File: config.mk
export PLATFORM = sky130hd
export DESIGN_NAME = fdtb_box
export DESIGN_NICKNAME = d
export VERILOG_FILES = /design/src/fdtb_pkg.sv /design/src/fdtb_box.sv
export VERILOG_INCLUDE_DIRS = /design/src /design/src/src
export SDC_FILE = /design/constraint.sdc
export NUM_CORES = 1
export LEC_CHECK = 0
export BUFFER_PORTS_ARGS = -buffer_cell sky130_fd_sc_hd__clkbuf_2
export CORE_UTILIZATION = 30
export DETAILED_ROUTE_END_ITERATION = 6
export HOLD_SLACK_MARGIN = 0.08
export PLACE_DENSITY = 0.45
export SLEW_MARGIN = 20
export SYNTH_ARGS = -nofsm -noshare
export SYNTH_HDL_FRONTEND = slang
export SYNTH_SLANG_ARGS = --single-unit
File: constraint.sdc
create_clock -name clk -period 2.7 [get_ports clk]
set_input_delay 0.27 -clock clk [delete_from_list [all_inputs] [get_ports clk]]
set_output_delay 0.27 -clock clk [all_outputs]
set_load 0.02 [all_outputs]
File: src/assert_macros.svh
// Assertion macros shared by the RTL of the dirty tile box unit.
// Synthesis builds define SYNTHESIS, which turns every macro into nothing.
`ifndef ASSERT_MACROS_SVH
`define ASSERT_MACROS_SVH
`ifndef SYNTHESIS
`define FDTB_ASSERT_IMP(label, clk, rst_n, ante, cons) \
    label: assert property (@(posedge clk) disable iff (!rst_n) (ante) |-> (cons)) \
        else $error("assertion failed");
`define FDTB_ASSERT_NXT(label, clk, rst_n, ante, cons) \
    label: assert property (@(posedge clk) disable iff (!rst_n) (ante) |=> (cons)) \
        else $error("assertion failed");
`else
`define FDTB_ASSERT_IMP(label, clk, rst_n, ante, cons)
`define FDTB_ASSERT_NXT(label, clk, rst_n, ante, cons)
`endif
`endif

File: src/fdtb_pkg.sv
// Package of the dirty tile box unit: panel geometry, word types and the
// event passed to the box tracker. Depends on nothing.
`timescale 1ns / 1ps
package fdtb_pkg;
    localparam int TILES_ACROSS = 38;
    localparam int TILES_DOWN = 50;
    localparam int TILE_COUNT = TILES_ACROSS * TILES_DOWN;
    localparam int IDX_W = $clog2(TILE_COUNT);
    localparam int POS_W = 6;
    localparam int TILE_W = 64;

    typedef struct packed {
        logic [POS_W-1:0] tile_col;
        logic [POS_W-1:0] tile_row;
        logic [TILE_W-1:0] tile_bits;
        logic frame_end;
    } in_word_t;

    typedef struct packed {
        logic full_refresh;
        logic changed;
        logic [POS_W-1:0] first_col;
        logic [POS_W-1:0] last_col;
        logic [POS_W-1:0] first_row;
        logic [POS_W-1:0] last_row;
    } out_word_t;

    typedef struct packed {
        logic fire;
        logic last;
        logic in_range;
        logic differs;
        logic [POS_W-1:0] col;
        logic [POS_W-1:0] row;
    } box_event_t;
endpackage

File: src/fdtb_box.sv
// Changed-box tracker: shadow valid flag, min and max column and row, and
// the end-of-frame result. Depends on fdtb_pkg and assert_macros.svh.
`timescale 1ns / 1ps
`include "assert_macros.svh"
module fdtb_box
    import fdtb_pkg::*;
(
    input  logic       clk,
    input  logic       rst_n,
    input  box_event_t ev,
    output out_word_t  result
);
    logic             shadow_valid_reg;
    logic             any_change_reg, any_change_next;
    logic [POS_W-1:0] min_col_reg, min_col_next;
    logic [POS_W-1:0] max_col_reg, max_col_next;
    logic [POS_W-1:0] min_row_reg, min_row_next;
    logic [POS_W-1:0] max_row_reg, max_row_next;
    logic             hit;

    assign hit = shadow_valid_reg && ev.in_range && ev.differs;

    always_comb
    begin
        any_change_next = any_change_reg;
        min_col_next = min_col_reg;
        max_col_next = max_col_reg;
        min_row_next = min_row_reg;
        max_row_next = max_row_reg;
        if (hit)
        begin
            any_change_next = 1'b1;
            if (!any_change_reg || ev.col < min_col_reg) min_col_next = ev.col;
            if (!any_change_reg || ev.col > max_col_reg) max_col_next = ev.col;
            if (!any_change_reg || ev.row < min_row_reg) min_row_next = ev.row;
            if (!any_change_reg || ev.row > max_row_reg) max_row_next = ev.row;
        end
    end

    always_comb
    begin
        result = '0;
        if (!shadow_valid_reg)
        begin
            result.full_refresh = 1'b1;
            result.changed = 1'b1;
            result.last_col = POS_W'(TILES_ACROSS - 1);
            result.last_row = POS_W'(TILES_DOWN - 1);
        end
        else if (any_change_next)
        begin
            result.changed = 1'b1;
            result.first_col = min_col_next;
            result.last_col = max_col_next;
            result.first_row = min_row_next;
            result.last_row = max_row_next;
        end
    end

    always_ff @(posedge clk or negedge rst_n)
    begin
        if (!rst_n)
        begin
            shadow_valid_reg <= 1'b0;
            any_change_reg <= 1'b0;
            min_col_reg <= POS_W'(TILES_ACROSS);
            max_col_reg <= '0;
            min_row_reg <= POS_W'(TILES_DOWN);
            max_row_reg <= '0;
        end
        else if (ev.fire)
        begin
            if (ev.last)
            begin
                shadow_valid_reg <= 1'b1;
                any_change_reg <= 1'b0;
                min_col_reg <= POS_W'(TILES_ACROSS);
                max_col_reg <= '0;
                min_row_reg <= POS_W'(TILES_DOWN);
                max_row_reg <= '0;
            end
            else
            begin
                any_change_reg <= any_change_next;
                min_col_reg <= min_col_next;
                max_col_reg <= max_col_next;
                min_row_reg <= min_row_next;
                max_row_reg <= max_row_next;
            end
        end
    end

    `FDTB_ASSERT_IMP(a_box_ordered, clk, rst_n, any_change_reg,
        min_col_reg <= max_col_reg && min_row_reg <= max_row_reg)
    `FDTB_ASSERT_IMP(a_change_needs_shadow, clk, rst_n, any_change_reg, shadow_valid_reg)
    `FDTB_ASSERT_NXT(a_frame_sets_shadow, clk, rst_n, ev.fire && ev.last,
        shadow_valid_reg && !any_change_reg)
endmodule
==> qor.csv, run 1 <==
metric,value,unit
wire_per_inst,17.8,um
htree_levels,1,
fin_crit_sh,97.1,%
num_antenna_cells,0,
whs,0.282,ns
die-area,7500,um^2
crit_start,min_row_reg[5]$_DFFE_PN1P_,
clk_path_buf_depth,2,
syn_area,2150,um^2
clk_latency,0.27,ns
synth_top_family_by_area,compound AO/OA/AOI/OAI gates,
synth_xor_area_share,0,%
r2r_cells,7,
cts_buffers,3,
rows,30,
num-fill-cells,708,
clock-sinks,26,
fin_worst_skew,0.00512,ns
synth_seq_cells,26,
synth-edff-count,0,
grt_usage,19.1,%
max_freq,381,MHz
first_global_vias,2118,
drc_errors,0,
via_count,2244,
yosys.area_share.adder,12.8,%
place_hpwl,5.24,mm
rsz0062_at_grt,yes,
clkTransAtPathRegs,0.09,ns
final_nets,339,
synth-compound-area-share,37.6,%
area_delta_synth_final,28.7,%
start_util,31.3,%
cpLargestDelayFamily,compound AO/OA/AOI/OAI gates,
worstSetupPathType,reg2out,
syn_inst,236,
finalSetupViolCount,0,
routed_wl,7.02,mm
async_flop_share,100,%
gp_congestion,0.793,
worstPathMaxFanout,8,
drt_first_pass_iters,4,
core_area,6870,um^2
synth_flop_cell,dfrtp_1,
crit_required,2.43,ns
power-per-cell-area,434,nW/um^2
timing.max_cap.violations,0,
worstMarginPinSlew,0.693,ns
cp.depth,7,
grt_pass1_wl,11.0,mm
rr_endpoint,min_row_reg[5]$_DFFE_PN1P_,
maxSlewViolCount,0,
die-height,86.6,um
status,finished clean,
synth_fp_nets,276,
hold_viol,0,
cp-endpoint,result[11],
synth_area_per_cell,9.10,um^2
cts-root-buf,clkbuf_8,
dr.first_iter.drc_count,93,
tns,0,ns
synth_cell_types,41,
timing.critical_path.buf_inv,2,
max_slew_margin,53.8,%
setup_slack,0.0787,ns
ys_seq_area_share,30.7,%
fin_crit,2.62,ns
worstSetupEndpointType,output pin,
grt_start_max_net_pins,27,
synth_mux_area_share,0,%
crit_chain,inv_1 -> ha_1 -> and4_1 -> a2111o_1 -> nand3_1 -> a21oi_1 -> clkbuf_2,
regToRegSetupSlack,0.43,ns
viasPerCell,5.70,
drive_gt1_share,32.2,%
antenna_found_initial,0,
ir_worst_vdd,0.000178,V
die_width,86.6,um
pre_cts_slack,0.249,ns
power.leakage,0.00124,uW
io_pins,44,
synth-simple-area-share,12.8,%
final_util,40.2,%
ys_warn_count,0,
ant_nets,0,
cp-start-kind,flip-flop,
grt_overflow_total,0,
arrival,2.35,ns
cts_tree,built,
holdCritPathClass,in2reg,
portBuffers,43,
crit_path_max_incr_delay,0.54,ns
cp_slowest_cell,dfstp_2,
rr_startpoint,min_row_reg[5]$_DFFE_PN1P_,
[routing by layer]
layer	share of wire (%)	vias to the layer above	global-route usage, %
li1	-	1064	-
met5	0	-	0
met2	49	60	32.8
met1	47	1112	25.9
met3	3.3	8	1.62
met4	1.2	0	5.15
[through the flow]
stage | instance area [um^2] | cells | power (uW)
6_report | 2760 | 394 | 1200
3_5_place_dp | 2580 | 385 | 911
4_1_cts | 2650 | 390 | 1180
2_1_floorplan | 2150 | 236 | 741
3_3_place_gp | 2580 | 385 | 913
5_1_grt | 2760 | 394 | 1280
[synthesized netlist by cell type (all sizes together), types with 3 or more instances]
cell type	number	area (um^2)
dfstp	6	158
a32o	18	180
a21oi	22	110
clkbuf	6	22.5
a221o	6	60.1
o31ai	3	22.5
dfrtp	20	500
nand2	9	36.3
and4	5	46.3
o32a	5	50.1
inv	25	93.8
ha	22	275
a211oi	4	55.1
o21ai	11	55.1
nor2	12	47.6
nand3	16	80.1
o211ai	18	135
a21o	4	30.0
[how the worst min path moves through the flow]
stage                 from  slack (ns)                            to  depth (start not counted)
floorplan            rst_n       -0.03    any_change_reg$_DFFE_PN0P_                          0
global placement     rst_n        0.36    max_col_reg[1]$_DFFE_PN0P_                          1
detailed placement   rst_n        0.36    max_col_reg[1]$_DFFE_PN0P_                          1
CTS                 ev[15]        0.29    min_row_reg[5]$_DFFE_PN1P_                          3
global route        ev[15]        0.31    min_row_reg[5]$_DFFE_PN1P_                          3
finish              ev[14]        0.28  shadow_valid_reg$_DFFE_PN0P_                          3
[cell type report]
class                   instances  area [um^2]  share of cell area [%]
clock buffers                   4         55.1                    1.99
inverters                      26         97.6                    3.53
multi-input cells             176         1440                    52.2
flip-flops and latches         26          658                    23.8
well taps                      96          120                    4.35
repair buffers                 66          390                    14.1
[kinds of logic after synthesis]
group | count (synthesis)
flops | 26
buf+inv | 34
fa+ha+maj | 22
simple gates | 51
compound gates | 103
[power by group]
group          switching (uW)  total [uW]  internal [uW]
Clock                     130         261            131
Sequential               23.9         447            423
Combinational             307         493            186
[worst register-to-register path: cells and delay by family (launching register included)]
kind | cells | cell delay (ns)
AO/OA/AOI/OAI | 2 | 0.67
flip-flops | 1 | 0.54
AND/OR/NAND/NOR | 2 | 0.44
adder cells (fa/ha/maj) | 1 | 0.28
buffers and inverters | 2 | 0.26
[layout by cell type, fill, tap and decap left out, types with 4 or more instances in the layout]
cell type and n:
clkbuf_8 4, a21o_1 4, o21ai_0 8, a32o_1 18
nand2_1 8, buf_4 22, inv_1 24, clkbuf_2 41
o211ai_1 18, a21oi_1 22, nand3_1 16, nor2_1 10
dfrtp_1 20, o32a_1 5, a221o_1 6, ha_1 20
dfstp_2 6
[timing repair]
action / 4_1_cts / 5_1_grt
hold buffers: 1 / 0
endpoints found under the hold margin: 20 / 0
buffers inserted: 0 / 4
endpoints found under the setup margin: 1 / 11
gates resized for setup: 1 / 17
pin swaps: 0 / 3
Note: power is estimated with default switching activity, not from simulation.
==> run 2: changes to the inputs <==
ABC_AREA = 1   (was not set)
==> run 2 against run 1 <==
  * Fmax grew 6.7%
  * Count of clock-buffer cells in the layout shrank 1
  * Critical path depth grew 5
  * Non-clock buffer count shrank 22
  * Highest routed layer unchanged
==> qor.csv, run 2 <==
metric,value,unit
syn_area,2240,um^2
cpLargestDelayFamily,simple AND/OR/NAND/NOR gates,
synth_top_family_by_area,simple AND/OR/NAND/NOR gates,
holdCritPathClass,in2reg,
clk_path_buf_depth,2,
swShare,36.9,%
io_pins,44,
finalSetupViolCount,0,
grt_usage,17.2,%
rows,31,
use_met3,2.52,%
netlist.area_leader.share,22.4,%
busiest_layer,met2,
synth_mux_area_share,0,%
final_common_cell,nand2_1,
synth_xor_area_share,0,%
crit_chain,inv_1 -> ha_1 -> nand2_1 -> inv_1 -> a21oi_1 -> nand2_1 -> nand2_2 -> nand2_2 -> nand2_1 -> nand2_1 -> nor2_1 -> clkbuf_2,
tns,0,ns
worstPathMaxFanout,7,
grt_pass1_wl,10.1,mm
max_slew_margin,52.0,%
synth_seq_cells,26,
die-height,88.4,um
final_nets,424,
gp_congestion,0.751,
fin_crit_sh,91.0,%
power.net_switching,448,uW
worstMarginPinSlew,0.721,ns
synth-compound-area-share,3.91,%
synth_flop_cell,dfrtp_1,
async_flop_share,100,%
hold_start,ev[14],
antenna_found_initial,0,
synth_cell_types,22,
fin_area,2600,um^2
portBuffers,43,
synth_fp_nets,383,
ir_worst_vdd,0.000314,V
crit_path_max_incr_delay,0.54,ns
core_area,7210,um^2
clkTransAtPathRegs,0.10,ns
fin_crit,2.46,ns
final_util,36.1,%
first_global_vias,2046,
drt_first_pass_iters,4,
ant_nets,0,
synth-simple-area-share,40.9,%
rsz0062_at_grt,no,
crit_start,min_row_reg[5]$_DFFE_PN1P_,
timing.critical_path.buf_inv,3,
syn_inst,343,
clock-sinks,26,
grt_start_max_net_pins,29,
power-per-cell-area,467,nW/um^2
regToRegSetupSlack,0.86,ns
wire_per_inst,12.8,um
num_antenna_cells,0,
start_util,31.0,%
max_freq,407,MHz
synth_commonest_cells,"122 x nand2_1, 59 x nand3_1, 58 x inv_1, 22 x ha_1, 20 x dfrtp_1",
grt_overflow_total,0,
drc_errors,0,
arrival,2.19,ns
viasPerCell,4.43,
cts_buffers,3,
cp-start-kind,flip-flop,
power.leakage,0.00157,uW
area_delta_synth_final,16.3,%
status,finished clean,
clk_latency,0.28,ns
p_int,767,uW
worstSetupEndpointType,output pin,
hold_viol,0,
use_met2,30.8,%
yosys.area_share.adder,12.3,%
crit_top_cell,nand2_1,
cp_slowest_cell,dfstp_2,
synth-edff-count,0,
htree_levels,1,
synth_area_leader_cell,dfrtp_1,
yosysMostFrequentCell,nand2_1,
place_area,2520,um^2
seqPwrFrac,37.2,%
cts-root-buf,clkbuf_8,
worstSetupPathType,reg2out,
rr_startpoint,min_row_reg[5]$_DFFE_PN1P_,
synth_area_per_cell,6.52,um^2
routed_wl,6.19,mm
ys_seq_area_share,29.4,%
power_frac_clock,28.4,%
die-area,7810,um^2
place_hpwl,4.42,mm
dr.first_iter.drc_count,111,
ys_warn_count,0,
timing.max_cap.violations,0,
grtUsageMet1,22.3,%
p_comb_share,34.5,%
drive_gt1_share,18.5,%
fin_worst_skew,0.00440,ns
cts_tree,built,
layout_common_cells,"120 x nand2_1, 59 x nand3_1, 58 x inv_1, 43 x clkbuf_2, 22 x ha_1",
die_width,88.4,um
synthTopCellsByArea,"dfrtp_1 22%, nand2_1 20%, nand3_1 13%",
via_count,2133,
maxSlewViolCount,0,
crit_required,2.43,ns
## run 2: cell types whose count changed after synthesis, sizes merged, moves of 5 or more
cell / change
nand2: +121
nand3: +44
inv: +38
a32o: -18
o211ai: -17
a21oi: -12
a221o: -6
and4: -5
nor2: +5
o21ai: -5
o32a: -5
## run 2: routing by layer
layer,part of all wire [%],wire length (um),vias up
met5,0,0,-
met4,0.57,35,0
met3,2.6,162,2
met2,48,2960,37
met1,49,3040,940
li1,-,-,1154
## run 2: cells by family (layout without fill, tap and decap cells)
logic type               Yosys count  in the layout
AO/OA/AOI/OAI                     17             17
adder cells (fa/ha/maj)           22             22
buffers and inverters             71            111
flip-flops                        26             26
AND/OR/NAND/NOR                  207            207
## run 2: worst register-to-register path, cell delays in order, from the launching register on
cell and delay [ns]:
dfstp_2 0.54, inv_1 0.05, ha_1 0.28, nand2_1 0.09, inv_1 0.04, a21oi_1 0.13, nand2_1 0.08, nand2_2 0.14
nand2_2 0.14, nand2_1 0.11, nand3_1 0.06, o21ai_0 0.11
## run 2: power groups by stage
| stage | logic [uW] | clock network [uW] | registers (uW) |
|---|---|---|---|
| 2_1_floorplan | 305 | 0 | 453 |
| 3_3_place_gp | 422 | 0 | 459 |
| 3_5_place_dp | 424 | 0 | 458 |
| 4_1_cts | 426 | 356 | 452 |
| 5_1_grt | 489 | 366 | 456 |
| 6_report | 419 | 344 | 452 |
## run 2: stage by stage
step	setup WS [ns]	hold slack (ns)	instances	total power (uW)
detailed placement	0.478	0.378	477	882
finish	0.243	0.297	482	1210
floorplan	0.661	-0.0256	343	758
CTS	0.140	0.290	482	1230
global route	0.0365	0.315	482	1310
global placement	0.480	0.373	477	881
## run 2: worst paths after layout
path,endpoint,cells after the start
hold reg to reg,max_col_reg[3]$_DFFE_PN0P_,2
max in group asynchronous,max_row_reg[0]$_DFFE_PN0P_,2
setup / recovery,result[9],12
min in group asynchronous,min_col_reg[4]$_DFFE_PN0P_,2
hold / removal,shadow_valid_reg$_DFFE_PN0P_,3
setup reg to reg,min_row_reg[3]$_DFFE_PN0P_,11
## run 2: area by class of cell
cell class / instances / area (um^2)
Clock buffer: 3 / 41.3
Timing Repair Buffer: 44 / 225
Tap cell: 99 / 124
Fill cell: 855 / 4610
Multi-Input combinational cell: 246 / 1280
Clock inverter: 1 / 30.0
Sequential cell: 26 / 658
Inverter: 63 / 241
## run 2: repair_timing
| action | 4_1_cts | 5_1_grt |
|---|---|---|
| hold endpoints to repair | 20 | 0 |
| hold buffers | 1 | 0 |
| endpoints found under the setup margin | 0 | 7 |
| resized for setup | 0 | 2 |
| setup buffers | 0 | 0 |
